--- config.mk ---
export PLATFORM = sky130hd
export DESIGN_NAME = html_cjk_tokenizer
export DESIGN_NICKNAME = d
export VERILOG_FILES = /design/src/rtl/hct_pkg.sv /design/src/rtl/hct_front.sv /design/src/rtl/hct_queue.sv /design/src/rtl/hct_back.sv /design/src/rtl/html_cjk_tokenizer.sv
export SDC_FILE = /design/constraint.sdc
export NUM_CORES = 2
export LEC_CHECK = 0
export ABC_AREA = 1
export BUFFER_PORTS_ARGS = -buffer_cell sky130_fd_sc_hd__buf_2
export CAP_MARGIN = 10
export CELL_PAD_IN_SITES_DETAIL_PLACEMENT = 2
export CELL_PAD_IN_SITES_GLOBAL_PLACEMENT = 2
export CORE_MARGIN = 5
export CORE_UTILIZATION = 44
export DETAILED_ROUTE_END_ITERATION = 6
export HOLD_SLACK_MARGIN = 0.05
export PLACE_DENSITY_LB_ADDON = 0.05
export SYNTH_ARGS = -nofsm -noshare
export SYNTH_HDL_FRONTEND = slang
export SYNTH_SLANG_ARGS = --single-unit
--- constraint.sdc ---
create_clock -name clk -period 47.3 [get_ports clk]
set_input_delay 7.095 -clock clk [delete_from_list [all_inputs] [get_ports clk]]
set_output_delay 7.095 -clock clk [all_outputs]
set_load 0.05 [all_outputs]
--- src/rtl/hct_pkg.sv ---
// ============================================================================
// hct_pkg: shared types and constants for the HTML/CJK tokenizer
// Record and bundle layouts, token kind codes, byte constants, helpers.
// ============================================================================
package hct_pkg;

  // Width of byte counts inside the document (offsets wrap at this width)
  localparam int OFFSET_BITS  = 32;

  // Up to four records come out of one input byte
  localparam int MAX_RECS     = 4;
  localparam int REC_CNT_W    = $clog2(MAX_RECS + 1);
  localparam int REC_IDX_W    = $clog2(MAX_RECS);

  // Number of candidate records examined per byte (word, bigram, char, text, tag)
  localparam int NUM_SLOTS    = 5;

  // Queue of per-byte bundles between front and back
  localparam int QUEUE_DEPTH  = 4;
  localparam int QPTR_W       = $clog2(QUEUE_DEPTH);
  localparam int QCNT_W       = $clog2(QUEUE_DEPTH + 1);

  // Output stream layout
  localparam int KIND_W       = 3;
  localparam int OUT_FIELDS_W = KIND_W + 32 + 32;
  localparam int M_TDATA_W    = ((OUT_FIELDS_W + 7) / 8) * 8;

  // Document bytes with a meaning of their own
  localparam logic [7:0] CH_LT = 8'h3C;
  localparam logic [7:0] CH_GT = 8'h3E;

  // Bits of the kind enable register
  localparam int EN_BIT_TAG  = 0;
  localparam int EN_BIT_TEXT = 1;
  localparam int EN_BIT_WORD = 2;
  localparam int EN_BIT_CJK  = 3;

  // Register select (address bit 2)
  localparam logic REG_BASE_OFFSET  = 1'b0;
  localparam logic REG_KIND_ENABLES = 1'b1;

  localparam logic [31:0] BASE_OFFSET_RST  = 32'd0;
  localparam logic [3:0]  KIND_ENABLES_RST = 4'hF;

  typedef logic [OFFSET_BITS-1:0] pos_t;

  typedef enum logic [KIND_W-1:0] {
    KIND_TAG    = 3'd0,
    KIND_TEXT   = 3'd1,
    KIND_WORD   = 3'd2,
    KIND_CHAR   = 3'd3,
    KIND_BIGRAM = 3'd4
  } token_kind_t;

  // One token record, start kept as a document byte count
  typedef struct packed {
    token_kind_t kind;
    pos_t        start;
    pos_t        length;
  } rec_t;

  // All records caused by one byte, in output order
  typedef struct packed {
    logic [REC_CNT_W-1:0]   count;
    rec_t [MAX_RECS-1:0]    recs;
  } bundle_t;

  // Configuration seen by front and back
  typedef struct packed {
    logic [31:0] base_offset;
    logic [3:0]  kind_enables;
  } cfg_t;

  // UTF-8 character length from its lead byte
  function automatic logic [2:0] lead_length(input logic [7:0] b);
    logic [2:0] len;
    if (b[7:4] == 4'hF)      len = 3'd4;
    else if (b[7:5] == 3'h7) len = 3'd3;
    else if (b[7:6] == 2'h3) len = 3'd2;
    else                     len = 3'd1;
    return len;
  endfunction

  function automatic logic is_alnum(input logic [7:0] b);
    return ((b >= 8'h30) && (b <= 8'h39)) ||
           ((b >= 8'h41) && (b <= 8'h5A)) ||
           ((b >= 8'h61) && (b <= 8'h7A));
  endfunction

endpackage

--- src/rtl/hct_front.sv ---
// ============================================================================
// hct_front: byte classifier and record builder
// Accepts one document byte per cycle while the queue is not full, tracks tag/text/word/character state
// and builds the bundle of records that byte closes.
// ============================================================================
module hct_front
  import hct_pkg::*;
(
  input  logic        clk,
  input  logic        rst,
  input  logic        s_tvalid,
  output logic        s_tready,
  input  logic [7:0]  s_tdata,   // [7:0] data_byte
  input  logic        s_tlast,   // doc_end
  input  cfg_t        cfg,
  input  logic        q_full,
  output logic        push,
  output bundle_t     push_data
);

  // Document state
  pos_t       position,        position_next;
  logic       inside_tag,      inside_tag_next;
  pos_t       tag_start,       tag_start_next;
  logic       segment_active,  segment_active_next;
  pos_t       segment_start,   segment_start_next;
  logic       word_active,     word_active_next;
  pos_t       word_start,      word_start_next;
  logic       run_active,      run_active_next;
  pos_t       char_start,      char_start_next;
  logic [1:0] char_bytes_left, char_bytes_left_next;
  logic       prev_char_valid, prev_char_valid_next;
  pos_t       prev_char_start, prev_char_start_next;

  logic accept;

  // Candidate records: word, bigram, char, text, tag
  logic        w_v, b_v, c_v, x_v, g_v;
  pos_t        w_s, b_s, c_s, x_s, g_s;
  pos_t        w_e, ce, x_e, g_e;
  logic        slot_v [NUM_SLOTS];
  token_kind_t slot_k [NUM_SLOTS];
  pos_t        slot_s [NUM_SLOTS];
  pos_t        slot_e [NUM_SLOTS];

  pos_t       nxt, seg_start_eff;
  logic       cont;
  logic [2:0] lead_len;

  assign s_tready = !q_full;
  assign accept   = s_tvalid && s_tready;

  assign nxt           = position + pos_t'(1);
  assign seg_start_eff = segment_active ? segment_start : position;
  assign cont          = run_active && (char_bytes_left != 2'd0);
  assign lead_len      = lead_length(s_tdata);

  // Next state and the records this byte closes
  always_comb begin
    position_next        = position;
    inside_tag_next      = inside_tag;
    tag_start_next       = tag_start;
    segment_active_next  = segment_active;
    segment_start_next   = segment_start;
    word_active_next     = word_active;
    word_start_next      = word_start;
    run_active_next      = run_active;
    char_start_next      = char_start;
    char_bytes_left_next = char_bytes_left;
    prev_char_valid_next = prev_char_valid;
    prev_char_start_next = prev_char_start;

    w_v = 1'b0; b_v = 1'b0; c_v = 1'b0; x_v = 1'b0; g_v = 1'b0;
    w_s = word_start;      w_e = position;
    b_s = prev_char_start; c_s = char_start; ce = nxt;
    x_s = seg_start_eff;   x_e = nxt;
    g_s = tag_start;       g_e = nxt;

    if (inside_tag) begin
      if ((s_tdata == CH_GT) || s_tlast) begin
        g_v             = 1'b1;
        inside_tag_next = 1'b0;
      end
    end else if (s_tdata == CH_LT) begin
      // '<' closes everything open in text, cut characters end before it
      w_v = word_active;
      c_v = cont;
      b_v = cont && prev_char_valid;
      ce  = position;
      x_v = segment_active;
      x_s = segment_start;
      x_e = position;
      g_v = s_tlast;
      g_s = position;
      word_active_next     = 1'b0;
      run_active_next      = 1'b0;
      char_bytes_left_next = 2'd0;
      prev_char_valid_next = 1'b0;
      segment_active_next  = 1'b0;
      inside_tag_next      = 1'b1;
      tag_start_next       = position;
    end else begin
      segment_active_next = 1'b1;
      segment_start_next  = seg_start_eff;
      x_v                 = s_tlast;
      if (cont) begin
        // continuation byte of a multi-byte character
        char_bytes_left_next = char_bytes_left - 2'd1;
        c_v = (char_bytes_left == 2'd1) || s_tlast;
        b_v = c_v && prev_char_valid;
        if (char_bytes_left == 2'd1) begin
          prev_char_valid_next = 1'b1;
          prev_char_start_next = char_start;
        end
      end else if (s_tdata[7]) begin
        // lead byte of a character
        w_v                  = word_active;
        word_active_next     = 1'b0;
        run_active_next      = 1'b1;
        char_start_next      = position;
        char_bytes_left_next = 2'(lead_len - 3'd1);
        c_v = (lead_len == 3'd1) || s_tlast;
        c_s = position;
        b_v = c_v && run_active && prev_char_valid;
        if (lead_len == 3'd1) begin
          prev_char_valid_next = 1'b1;
          prev_char_start_next = position;
        end else begin
          prev_char_valid_next = run_active && prev_char_valid;
        end
      end else begin
        // plain ASCII: ends any run, builds or ends a word
        run_active_next      = 1'b0;
        char_bytes_left_next = 2'd0;
        prev_char_valid_next = 1'b0;
        if (is_alnum(s_tdata)) begin
          word_active_next = 1'b1;
          if (!word_active) begin
            word_start_next = position;
          end
          w_v = s_tlast;
          w_s = word_active ? word_start : position;
          w_e = nxt;
        end else begin
          word_active_next = 1'b0;
          w_v              = word_active;
        end
      end
    end

    // end of document returns all state to reset
    if (s_tlast) begin
      position_next        = '0;
      inside_tag_next      = 1'b0;
      tag_start_next       = '0;
      segment_active_next  = 1'b0;
      segment_start_next   = '0;
      word_active_next     = 1'b0;
      word_start_next      = '0;
      run_active_next      = 1'b0;
      char_start_next      = '0;
      char_bytes_left_next = 2'd0;
      prev_char_valid_next = 1'b0;
      prev_char_start_next = '0;
    end else begin
      position_next = nxt;
    end

    // slot table in output order, filtered by the kind enables
    slot_v[0] = w_v && cfg.kind_enables[EN_BIT_WORD];
    slot_k[0] = KIND_WORD;   slot_s[0] = w_s; slot_e[0] = w_e;
    slot_v[1] = b_v && cfg.kind_enables[EN_BIT_CJK];
    slot_k[1] = KIND_BIGRAM; slot_s[1] = b_s; slot_e[1] = ce;
    slot_v[2] = c_v && cfg.kind_enables[EN_BIT_CJK];
    slot_k[2] = KIND_CHAR;   slot_s[2] = c_s; slot_e[2] = ce;
    slot_v[3] = x_v && cfg.kind_enables[EN_BIT_TEXT];
    slot_k[3] = KIND_TEXT;   slot_s[3] = x_s; slot_e[3] = x_e;
    slot_v[4] = g_v && cfg.kind_enables[EN_BIT_TAG];
    slot_k[4] = KIND_TAG;    slot_s[4] = g_s; slot_e[4] = g_e;
  end

  // Pack the live slots into the bundle, first come first
  always_comb begin
    logic [REC_CNT_W-1:0] n;
    n         = '0;
    push_data = '0;
    for (int i = 0; i < NUM_SLOTS; i++) begin
      if (slot_v[i] && (n < REC_CNT_W'(MAX_RECS))) begin
        push_data.recs[n[REC_IDX_W-1:0]].kind   = slot_k[i];
        push_data.recs[n[REC_IDX_W-1:0]].start  = slot_s[i];
        push_data.recs[n[REC_IDX_W-1:0]].length = slot_e[i] - slot_s[i];
        n = n + REC_CNT_W'(1);
      end
    end
    push_data.count = n;
  end

  assign push = accept && (push_data.count != '0);

  // State registers
  always_ff @(posedge clk) begin
    if (rst) begin
      position        <= '0;
      inside_tag      <= 1'b0;
      tag_start       <= '0;
      segment_active  <= 1'b0;
      segment_start   <= '0;
      word_active     <= 1'b0;
      word_start      <= '0;
      run_active      <= 1'b0;
      char_start      <= '0;
      char_bytes_left <= 2'd0;
      prev_char_valid <= 1'b0;
      prev_char_start <= '0;
    end else if (accept) begin
      position        <= position_next;
      inside_tag      <= inside_tag_next;
      tag_start       <= tag_start_next;
      segment_active  <= segment_active_next;
      segment_start   <= segment_start_next;
      word_active     <= word_active_next;
      word_start      <= word_start_next;
      run_active      <= run_active_next;
      char_start      <= char_start_next;
      char_bytes_left <= char_bytes_left_next;
      prev_char_valid <= prev_char_valid_next;
      prev_char_start <= prev_char_start_next;
    end
  end

endmodule

--- src/rtl/hct_queue.sv ---
// ============================================================================
// hct_queue: bundle queue between front and back
// Small register FIFO of per-byte record bundles.
// ============================================================================
module hct_queue
  import hct_pkg::*;
(
  input  logic    clk,
  input  logic    rst,
  input  logic    push,
  input  bundle_t push_data,
  input  logic    pop,
  output bundle_t head,
  output logic    empty,
  output logic    full
);

  bundle_t             entries [QUEUE_DEPTH];
  logic [QPTR_W-1:0]   wr_ptr;
  logic [QPTR_W-1:0]   rd_ptr;
  logic [QCNT_W-1:0]   fill;

  assign empty = (fill == '0);
  assign full  = (fill == QCNT_W'(QUEUE_DEPTH));
  assign head  = entries[rd_ptr];

  // Storage
  always_ff @(posedge clk) begin
    if (push) begin
      entries[wr_ptr] <= push_data;
    end
  end

  // Pointers and fill level
  always_ff @(posedge clk) begin
    if (rst) begin
      wr_ptr <= '0;
      rd_ptr <= '0;
      fill   <= '0;
    end else begin
      if (push) begin
        wr_ptr <= wr_ptr + QPTR_W'(1);
      end
      if (pop) begin
        rd_ptr <= rd_ptr + QPTR_W'(1);
      end
      if (push && !pop) begin
        fill <= fill + QCNT_W'(1);
      end else if (pop && !push) begin
        fill <= fill - QCNT_W'(1);
      end
    end
  end

endmodule

--- src/rtl/hct_back.sv ---
// ============================================================================
// hct_back: record serialiser
// Walks the head bundle one record per cycle while the output is not stalled, adds the base offset and
// drives the output register.
// ============================================================================
module hct_back
  import hct_pkg::*;
(
  input  logic                 clk,
  input  logic                 rst,
  input  bundle_t              head,
  input  logic                 empty,
  output logic                 pop,
  input  cfg_t                 cfg,
  output logic                 m_tvalid,
  input  logic                 m_tready,
  output logic [M_TDATA_W-1:0] m_tdata,  // [2:0] token_kind, [34:3] token_offset,
                                         // [66:35] token_length, rest zero
  output logic                 m_tlast   // last_of_run
);

  logic [REC_IDX_W-1:0] idx;
  logic                 load;
  logic                 last_rec;
  rec_t                 cur;
  pos_t                 offset_sum;

  assign load       = !empty && (!m_tvalid || m_tready);
  assign cur        = head.recs[idx];
  assign last_rec   = (REC_CNT_W'(idx) + REC_CNT_W'(1)) == head.count;
  assign pop        = load && last_rec;
  assign offset_sum = pos_t'(cfg.base_offset) + cur.start;

  // Record index within the head bundle
  always_ff @(posedge clk) begin
    if (rst) begin
      idx <= '0;
    end else if (load) begin
      idx <= last_rec ? '0 : idx + REC_IDX_W'(1);
    end
  end

  // Output register
  always_ff @(posedge clk) begin
    if (rst) begin
      m_tvalid <= 1'b0;
    end else if (load) begin
      m_tvalid <= 1'b1;
    end else if (m_tready) begin
      m_tvalid <= 1'b0;
    end
  end

  always_ff @(posedge clk) begin
    if (load) begin
      m_tdata <= {(M_TDATA_W - OUT_FIELDS_W)'(0), 32'(cur.length), 32'(offset_sum),
                  cur.kind};
      m_tlast <= last_rec;
    end
  end

endmodule

--- src/rtl/html_cjk_tokenizer.sv ---
// ============================================================================
// html_cjk_tokenizer: streaming HTML tokenizer with CJK bigrams
// Top level: configuration registers, classifier front, queue, serialiser.
// ============================================================================
// The block takes one document byte per clock on the slave stream (tlast marks
// the last byte) and emits token records on the master stream: tags, text
// segments, ASCII words, and UTF-8 characters, each but the first of a run preceded by a bigram with
// the previous character of its run. One byte can close zero to four records;
// they leave one per cycle in order while the receiver is ready, tlast set on
// the last record of a byte. Bytes are accepted every cycle while the
// four-bundle queue between the classifier and the serialiser has room, so
// input runs at one byte per cycle as long as bytes close no more than one
// record each on average and the receiver keeps up; the single output port,
// one record per cycle, bounds sustained throughput. The first record of a
// byte is written into the queue and then into the output register of the
// serialiser, which walks the records of a bundle before popping it.
// Registers: base_offset at 0x0, kind_enables at 0x4 (address bit 2 selects).
module html_cjk_tokenizer
  import hct_pkg::*;
(
  input  logic                 clk,
  input  logic                 rst,
  // document bytes
  input  logic                 s_tvalid,
  output logic                 s_tready,
  input  logic [7:0]           s_tdata,   // [7:0] data_byte
  input  logic                 s_tlast,   // doc_end
  // token records
  output logic                 m_tvalid,
  input  logic                 m_tready,
  output logic [M_TDATA_W-1:0] m_tdata,   // [2:0] token_kind, [34:3] token_offset,
                                          // [66:35] token_length, rest zero
  output logic                 m_tlast,   // last_of_run
  // configuration
  input  logic                 psel,
  input  logic                 penable,
  input  logic                 pwrite,
  input  logic [2:0]           paddr,
  input  logic [31:0]          pwdata,
  output logic [31:0]          prdata,
  output logic                 pready
);

  cfg_t    cfg;
  logic    cfg_wr;
  logic    q_push, q_pop, q_empty, q_full;
  bundle_t q_in, q_head;

  // Configuration registers
  assign pready = 1'b1;
  assign cfg_wr = psel && penable && pwrite && pready;

  always_ff @(posedge clk) begin
    if (rst) begin
      cfg.base_offset  <= BASE_OFFSET_RST;
      cfg.kind_enables <= KIND_ENABLES_RST;
    end else if (cfg_wr) begin
      case (paddr[2])
        REG_BASE_OFFSET:  cfg.base_offset  <= pwdata;
        REG_KIND_ENABLES: cfg.kind_enables <= pwdata[3:0];
        default: ;
      endcase
    end
  end

  always_comb begin
    case (paddr[2])
      REG_BASE_OFFSET:  prdata = cfg.base_offset;
      REG_KIND_ENABLES: prdata = {28'd0, cfg.kind_enables};
      default:          prdata = '0;
    endcase
  end

  hct_front u_front (
    .clk       (clk),
    .rst       (rst),
    .s_tvalid  (s_tvalid),
    .s_tready  (s_tready),
    .s_tdata   (s_tdata),
    .s_tlast   (s_tlast),
    .cfg       (cfg),
    .q_full    (q_full),
    .push      (q_push),
    .push_data (q_in)
  );

  hct_queue u_queue (
    .clk       (clk),
    .rst       (rst),
    .push      (q_push),
    .push_data (q_in),
    .pop       (q_pop),
    .head      (q_head),
    .empty     (q_empty),
    .full      (q_full)
  );

  hct_back u_back (
    .clk      (clk),
    .rst      (rst),
    .head     (q_head),
    .empty    (q_empty),
    .pop      (q_pop),
    .cfg      (cfg),
    .m_tvalid (m_tvalid),
    .m_tready (m_tready),
    .m_tdata  (m_tdata),
    .m_tlast  (m_tlast)
  );

endmodule

**Word-level counts from Yosys, hierarchy flattened**

Memories as Yosys holds them, arrays and structs flattened. A register that Yosys moved wholly into a read port is not among the register bits.
Index checks and enable logic that the tools add are counted.

- Latch bits: 0
- Memory bits (read-only): 0
- Input port bits: 51
- Memory bits (writable): 1084
- Output and inout bits: 108
- Logic and storage cells: 273
- Memories: 1
- Register bits: 313

Memories:

| memory | words | bits a word | rd ports | clocked after memory_dff | wr ports | line | text |
|---|---|---|---|---|---|---|---|
| u_queue.entries | 4 | 271 | 1 | 1 | 1 | hct_queue.sv:18 | `bundle_t entries [QUEUE_DEPTH];` |

- Bitwise gates (word level): 1
- Shift-type cells: 0
- Reduce and logical (&&, ||, !) cells: 54
- $lt $le $gt $ge: 19
- Divide/modulo/power cells: 0
- Eq/ne operators: 14
- Add/subtract/negate cells: 19
- Multipliers: 0
- Multiplexer cells: 144

Operators by type and width:

| kind | number |
|---|---|
| $bwmux W268 | 12 |
| $demux W67 S2 | 12 |
| $mux W32 | 39 |
| $mux W268 | 4 |
| $mux W67 | 5 |
| $mux W64 | 4 |
| $sub A32 B32 Y32 | 5 |
| $bmux W67 S2 | 1 |
| $mux W66 | 1 |
| $pmux W32 S2 | 1 |
| $mux W1 | 48 |
| $add A32 B1 Y32 const B | 1 |
| $add A32 B32 Y32 | 1 |
| $logic_and A1 B1 Y1 | 30 |
| $mux W3 | 8 |
| $mux W2 | 9 |
| $eq A8 B6 Y1 const B | 2 |
| $ge A8 B7 Y1 const B | 2 |
| $le A8 B7 Y1 const B | 2 |
| $add A3 B1 Y3 const B | 4 |
| $lt A2 B3 Y1 const B | 4 |
| $lt A3 B3 Y1 const B | 3 |
| $reduce_bool A3 Y1 | 3 |
| $ge A8 B6 Y1 const B | 1 |
| 26 further kinds | 49 |

**Logic depth before layout (Yosys ltp)**

- Word-level depth: 31
- Gate-level depth with buffers: 34
- Depth with buffers taken out: 34

**Cells and area by module**

Synthesis repeated with hierarchy kept, for this count alone.

- Cell total of the unflattened synthesis: 9051
- Area, all modules: 77002.6 sq um

Modules (own cells, without submodules):

| module | area an instance (sq um) | seq. area each (sq um) | times used | cells each |
|---|---|---|---|---|
| hct_queue | 40498.8 | 32731.4 | 1 | 2678 |
| hct_front | 28257.1 | 3983.8 | 1 | 5099 |
| hct_back | 6391.1 | 2102.0 | 1 | 971 |
| html_cjk_tokenizer | 1855.5 | 720.7 | 1 | 303 |

**Worst setup path after synthesis**

Ideal clock, no wire load.

- Kind: input to register
- Start point: input port s_tdata[5]
- End point: memory u_queue.entries[0][0] in the netlist's numbering, enable pin
- Path slack: 25.117 ns
- Path buffers: 3
- Stages: 23
- Required time: 46.396 ns
- Arrival time: 21.279 ns
- Library setup time: 0.904 ns
- Cell sequence: nand2_2 -> a21oi_1 -> nand2_1 -> a21oi_1 -> nor2_1 -> o22ai_1 -> nand3_2 -> clkbuf_1 -> ha_1 -> inv_1 -> nor2_8 -> nand2_4 -> buf_2 -> buf_1 -> ha_1 -> nand2_1 -> nand2_1 -> inv_2 -> nand2_4 -> xor2_2 -> nand4_1 -> nand2_2 -> nor2_1

- Word-level cells in the longest chain between the ends: 27

RTL lines:

| what | line | text |
|---|---|---|
| start, declared | html_cjk_tokenizer.sv:26 | `input logic [7:0] s_tdata,` |
| $ge A8 B6 Y1, or another cell as far along | hct_pkg.sv:85 | `return ((b >= 8'h30) && (b <= 8'h39)) \|\|` |
| $logic_and A1 B1 Y1, or another cell as far along | hct_pkg.sv:85 |  |
| $logic_or A1 B1 Y1 / $mux W3 (equally long branches) | hct_pkg.sv:85, hct_pkg.sv:77 |  |
| $logic_or A1 B1 Y1 / $eq A3 B1 Y1 (equally long branches) | hct_pkg.sv:86, hct_front.sv:122 |  |
| $mux W1 / $logic_or A1 B1 Y1 (equally long branches) | hct_front.sv:136, hct_front.sv:122 |  |
| $mux W1 / $logic_and A1 B1 Y1 (equally long branches) | hct_front.sv:115, hct_front.sv:124 |  |
| $mux W1 / $logic_and A1 B1 Y1 (equally long branches) | hct_front.sv:106, hct_front.sv:124 |  |
| $mux W1, on equally long branches | hct_front.sv:84, hct_front.sv:115 |  |
| [11 not listed] | n/a |  |
| $mux W3 | hct_front.sv:188 | `if (slot_v[i] && (n < REC_CNT_W'(MAX_RECS))) begin` |
| $lt A3 B3 Y1 | hct_front.sv:188 |  |
| $logic_and A1 B1 Y1 | hct_front.sv:188 |  |
| $mux W3 * | hct_front.sv:188 |  |
| $reduce_bool A3 Y1 * | hct_front.sv:198 | `assign push = accept && (push_data.count != '0);` |
| $logic_and A1 B1 Y1 * | hct_front.sv:198 |  |
| $mux W1 * | hct_queue.sv:29 | `if (push) begin` |
| $mux W1 (implied by the code) * | hct_queue.sv:30 | `entries[wr_ptr] <= push_data;` |
| end, declared | hct_queue.sv:18 |  |

Mark *: on every way between the ends. The rest lies on a longest branch, timed or not.

**Worst setup path after layout**

- Start point: input port paddr[2]
- End point: output port prdata[3]

- Word-level cells in the longest chain between the ends: 2

RTL lines:

| what | line | text |
|---|---|---|
| start, declared | html_cjk_tokenizer.sv:38 | `input logic [2:0] paddr,` |
| $not A1 Y1 (no source line) | n/a |  |
| $pmux W32 S2 * | html_cjk_tokenizer.sv:67 | `case (paddr[2])` |
| end, declared | html_cjk_tokenizer.sv:40 | `output logic [31:0] prdata,` |

Marks and branches as above.

==> load_flow_metrics.sql <==
INSERT INTO impl_metrics (metric_group, metric, value, unit) VALUES
('final_layout', 'final_cells', '10400', ''),
('final_layout', 'layout-drive-gt1-share', '7.99', '%'),
('die', 'start_util', '44.2', '%'),
('die', 'die-width', '419', 'um'),
('global_routing', 'gr-total-overflow', '0', ''),
('routing', 'via_density_per_instance', '6.45', ''),
('power_and_ir_drop', 'pwr_density_cell', '52.4', 'mW/mm^2'),
('routing', 'final_antenna_net_count', '0', ''),
('die', 'design.core.area', '0.167', 'mm^2'),
('clock_tree', 'clk-insertion-delay-late', '860', 'ps'),
('routing', 'drcViolationCount', '0', ''),
('logic_synthesis', 'syn-instance-count', '8126', ''),
('logic_synthesis', 'yosysTopAreaCell', 'sky130_fd_sc_hd__edfxtp_1', ''),
('power_and_ir_drop', 'clock_power_share', '29.5', '%'),
('global_routing', 'grt_usage', '38.5', '%'),
('final_layout', 'finish.net_count', '8315', ''),
('clock_tree', 'hold_buffers', '0', ''),
('final_layout', 'area_growth_syn_to_layout', '10.4', '%'),
('critical_path', 'worst-endpoint-arrival', '8270', 'ps'),
('critical_path', 'critical_path_required', '40200', 'ps'),
('power_and_ir_drop', 'p_leak', '31.5', 'nW'),
('power_and_ir_drop', 'internal-power', '2.54', 'mW'),
('logic_synthesis', 'async_reset_ff_share', '0', '%'),
('placement', 'place.port_buffers', '150', ''),
('min_path', 'hold_class', 'register to register', ''),
('clock_tree', 'htree_levels', '4', ''),
('logic_synthesis', 'synthDistinctLibCells', '71', ''),
('die', 'overall_die_height', '419', 'um'),
('routing', 'dr_total_vias', '67000', ''),
('die', 'pin_count', '159', ''),
('critical_path', 'criticalPathCategory', 'input port to output port', ''),
('timing', 'final.min_clock_period', '15370', 'ps'),
('critical_path', 'critPathMaxFanout', '34', ''),
('logic_synthesis', 'fraction_of_the_yosys_area_taken_by_sequential_cells', '53.3', '%'),
('clock_tree', 'cts_tree', 'yes', ''),
('power_and_ir_drop', 'switching_share', '40.4', '%'),
('logic_synthesis', 'postSynthRegisterBits', '1391', ''),
('power_and_ir_drop', 'part_of_the_total_power_dissipated_in_sequential_elements', '37.1', '%'),
('placement', 'globalplace.congestion', '1.04', ''),
('logic_synthesis', 'synthMostInstantiatedCell', 'sky130_fd_sc_hd__nand2_1', ''),
('timing', 'slew_viols_final', '10', ''),
('power_and_ir_drop', 'part_of_the_total_power_dissipated_in_combinational_logic', '33.5', '%'),
('timing', 'rsz_0062_raised_after_global_routing', 'false', ''),
('routing', 'drt-pass1-iter-count', '6', ''),
('global_routing', 'global_route_wire_length_before_repair', '496000', 'um'),
('timing', 'total_of_endpoints_with_negative_setup_slack_in_the_final_report', '0', ''),
('timing', 'timing.setup.tns', '0', 'ps'),
('power_and_ir_drop', 'netSwitchingPower', '1.73', 'mW'),
('die', 'dieArea', '0.176', 'mm^2'),
('routing', 'drt_iter0_markers', '6682', ''),
('run_status', 'result_of_the_run', 'finished with violations', ''),
('logic_synthesis', 'synth_largest_type_area_fraction', '46.6', '%'),
('routing', 'totalWireLength', '346000', 'um'),
('logic_synthesis', 'ys.flop_type', 'sky130_fd_sc_hd__edfxtp_1', ''),
('final_layout', 'num-fill-cells', '17700', ''),
('clock_tree', 'cts.reportedPaths.clkPinSlew', '60', 'ps'),
('critical_path', 'worst_setup_path_start_kind', 'input port', ''),
('logic_synthesis', 'yosys_warnings', '0', ''),
('logic_synthesis', 'synth_top_cells_by_area', 'sky130_fd_sc_hd__edfxtp_1, sky130_fd_sc_hd__o21ai_0, sky130_fd_sc_hd__dfxtp_1', ''),
('clock_tree', 'post_cts.resized_instances', '0', ''),
('die', 'fp-row-count', '150', ''),
('clock_tree', 'cts_post_setup_buffers_inserted', '0', ''),
('clock_tree', 'cts_root_buf', 'sky130_fd_sc_hd__clkbuf_16', ''),
('logic_synthesis', 'synth_commonest_cells', 'sky130_fd_sc_hd__nand2_1, sky130_fd_sc_hd__edfxtp_1, sky130_fd_sc_hd__o21ai_0, sky130_fd_sc_hd__nor2_1, sky130_fd_sc_hd__inv_1', ''),
('clock_tree', 'cts-root-to-sink-buffers', '3', ''),
('flow_run', 'number_of_maximum_capacitance_violations', '2', ''),
('timing', 'tightestPinTransition', '1580', 'ps'),
('run_status', 'violations', 'max-capacitance violations, max-slew violations', ''),
('clock_tree', 'cts_buffers', '156', ''),
('critical_path', 'end_kind', 'output port', ''),
('clock_tree', 'numClockSinks', '1391', '');
[layer usage]
layer | vias to the layer above | GRT usage [%] | share of wire [%]
met2 | 3013 | 63.1 | 46
met5 | - | 0 | 0.017
met1 | 34500 | 46.9 | 39
met3 | 1016 | 7.05 | 7.1
li1 | 28500 | - | -
met4 | 8 | 24.3 | 7.5
[stage by stage]
stage                     util [%]  hold slack [ps]  power [mW]  area (um^2)  worst slack [ps]
after global routing          48.8              491        4.40        81400             31840
after CTS                     48.8              469        4.25        81400             31960
final                         48.8              470        4.27        81400             31930
after floorplan                  -              436        2.43        73800             25120
after detailed placement      45.7              457        2.97        76200             31330
after global placement        45.7              442        2.88        76200             31720
[cell type report]
cell class | count | area, um^2 | area share [%]
Clock buffer | 213 | 4360 | 5.35
Antenna cell | 4 | 10.0 | 0.0123
Multi-Input combinational cell | 5491 | 29700 | 36.5
Sequential cell | 1391 | 39300 | 48.3
Tap cell | 2204 | 2760 | 3.39
Clock inverter | 81 | 828 | 1.02
Inverter | 737 | 2790 | 3.43
Timing Repair Buffer | 269 | 1670 | 2.05
[final timing paths]
check / start / to / slack (ps) / cells after the start
setup / recovery: paddr[2] / prdata[3] / 31930 / 4
hold / removal: u_front.tag_start[2]$_SDFFE_PP0P_ / u_front.tag_start[2]$_SDFFE_PP0P_ / 470 / 2
setup reg to reg: u_front.char_bytes_left[0]$_SDFFE_PP0P_ / u_queue.entries[0][157]$_DFFE_PP_ / 37890 / 25
hold reg to reg: u_front.tag_start[2]$_SDFFE_PP0P_ / u_front.tag_start[2]$_SDFFE_PP0P_ / 470 / 2
[worst max-delay path, stage by stage]
cell	delay, ps
sky130_fd_sc_hd__buf_2	490
sky130_fd_sc_hd__inv_1	200
sky130_fd_sc_hd__o21ai_0	180
sky130_fd_sc_hd__buf_2	300
[logic make-up (layout without fill, tap and decap cells)]
logic type | count (synthesis) | after routing | share of synthesized area, %
and+or+nand+nor | 2594 | 2594 | 14.4
other | 2 | 10 | 0.0102
DFF | 1391 | 1391 | 53.3
adders and majority gates | 218 | 218 | 3.78
AOI/OAI and AO/OA | 2498 | 2498 | 19.8
buffers and inverters | 1248 | 1300 | 6.60
muxes | 1 | 1 | 0.0136
xor gates and xnor gates | 174 | 174 | 2.11
[power groups by stage]
stage	registers, mW	logic, mW	clock network [mW]
floorplan	1.73	0.699	0
global placement	1.59	1.30	0
detailed placement	1.60	1.37	0
CTS	1.58	1.40	1.27
global route	1.59	1.49	1.32
finish	1.58	1.43	1.26
[registers in the layout, summed over array words and instances, names as in the netlist, named ones only]
signal / count
cfg: 36
u_front.segment_start: 32
u_front.b_s: 32
u_front.inside_tag: 1
u_front.tag_start: 32
u_back.m_tvalid: 1
u_back.m_tlast: 1
u_front.word_active: 1
u_queue.wr_ptr: 2
u_front.char_start: 32
u_back.m_tdata: 67
u_front.segment_active: 1
u_queue.fill: 3
u_front.word_start: 32
u_back.idx: 2
u_front.char_bytes_left: 2
u_front.run_active: 1
u_queue.rd_ptr: 2
u_front.prev_char_valid: 1
u_front.position: 32
u_queue.entries: 1076
[placed cells by master (no fill, tap or decap), types with 11 or more instances in the layout]
master                      Yosys  final
sky130_fd_sc_hd__nand2_1     1233   1229
sky130_fd_sc_hd__a221oi_1      17     17
sky130_fd_sc_hd__a21o_1        23     23
sky130_fd_sc_hd__xor2_1       120    120
sky130_fd_sc_hd__clkbuf_8       0     11
sky130_fd_sc_hd__inv_2         23     27
sky130_fd_sc_hd__o21bai_1      16     16
sky130_fd_sc_hd__edfxtp_1    1144   1144
sky130_fd_sc_hd__nor3_1        48     48
sky130_fd_sc_hd__nand2_4        7     12
sky130_fd_sc_hd__a21oi_1      592    591
sky130_fd_sc_hd__nand2_2       22     21
sky130_fd_sc_hd__buf_2         82    150
sky130_fd_sc_hd__clkinv_1       5     25
sky130_fd_sc_hd__nand4_1       23     23
sky130_fd_sc_hd__a31oi_1       59     58
sky130_fd_sc_hd__o211ai_1     133    133
sky130_fd_sc_hd__o21a_1        40     40
sky130_fd_sc_hd__nor2_1       929    924
sky130_fd_sc_hd__clkbuf_16      0    162
sky130_fd_sc_hd__nor2_4         6     13
sky130_fd_sc_hd__o21ai_1       78     80
sky130_fd_sc_hd__o221ai_1     266    266
sky130_fd_sc_hd__ha_1         210    210
sky130_fd_sc_hd__o22ai_1      177    177
sky130_fd_sc_hd__bufinv_16      0     12
sky130_fd_sc_hd__or2_2         37     37
sky130_fd_sc_hd__clkbuf_1     380     40
sky130_fd_sc_hd__buf_4         15    114
sky130_fd_sc_hd__inv_1        707    699
sky130_fd_sc_hd__clkinv_2       0     29
sky130_fd_sc_hd__a211oi_1      26     26
sky130_fd_sc_hd__o21ai_0     1024   1021
sky130_fd_sc_hd__nand3_1      246    245
sky130_fd_sc_hd__a22oi_1       12     12
sky130_fd_sc_hd__xnor2_1       50     50
sky130_fd_sc_hd__dfxtp_1      247    242
No activity file was read; power rests on OpenSTA's default activity.
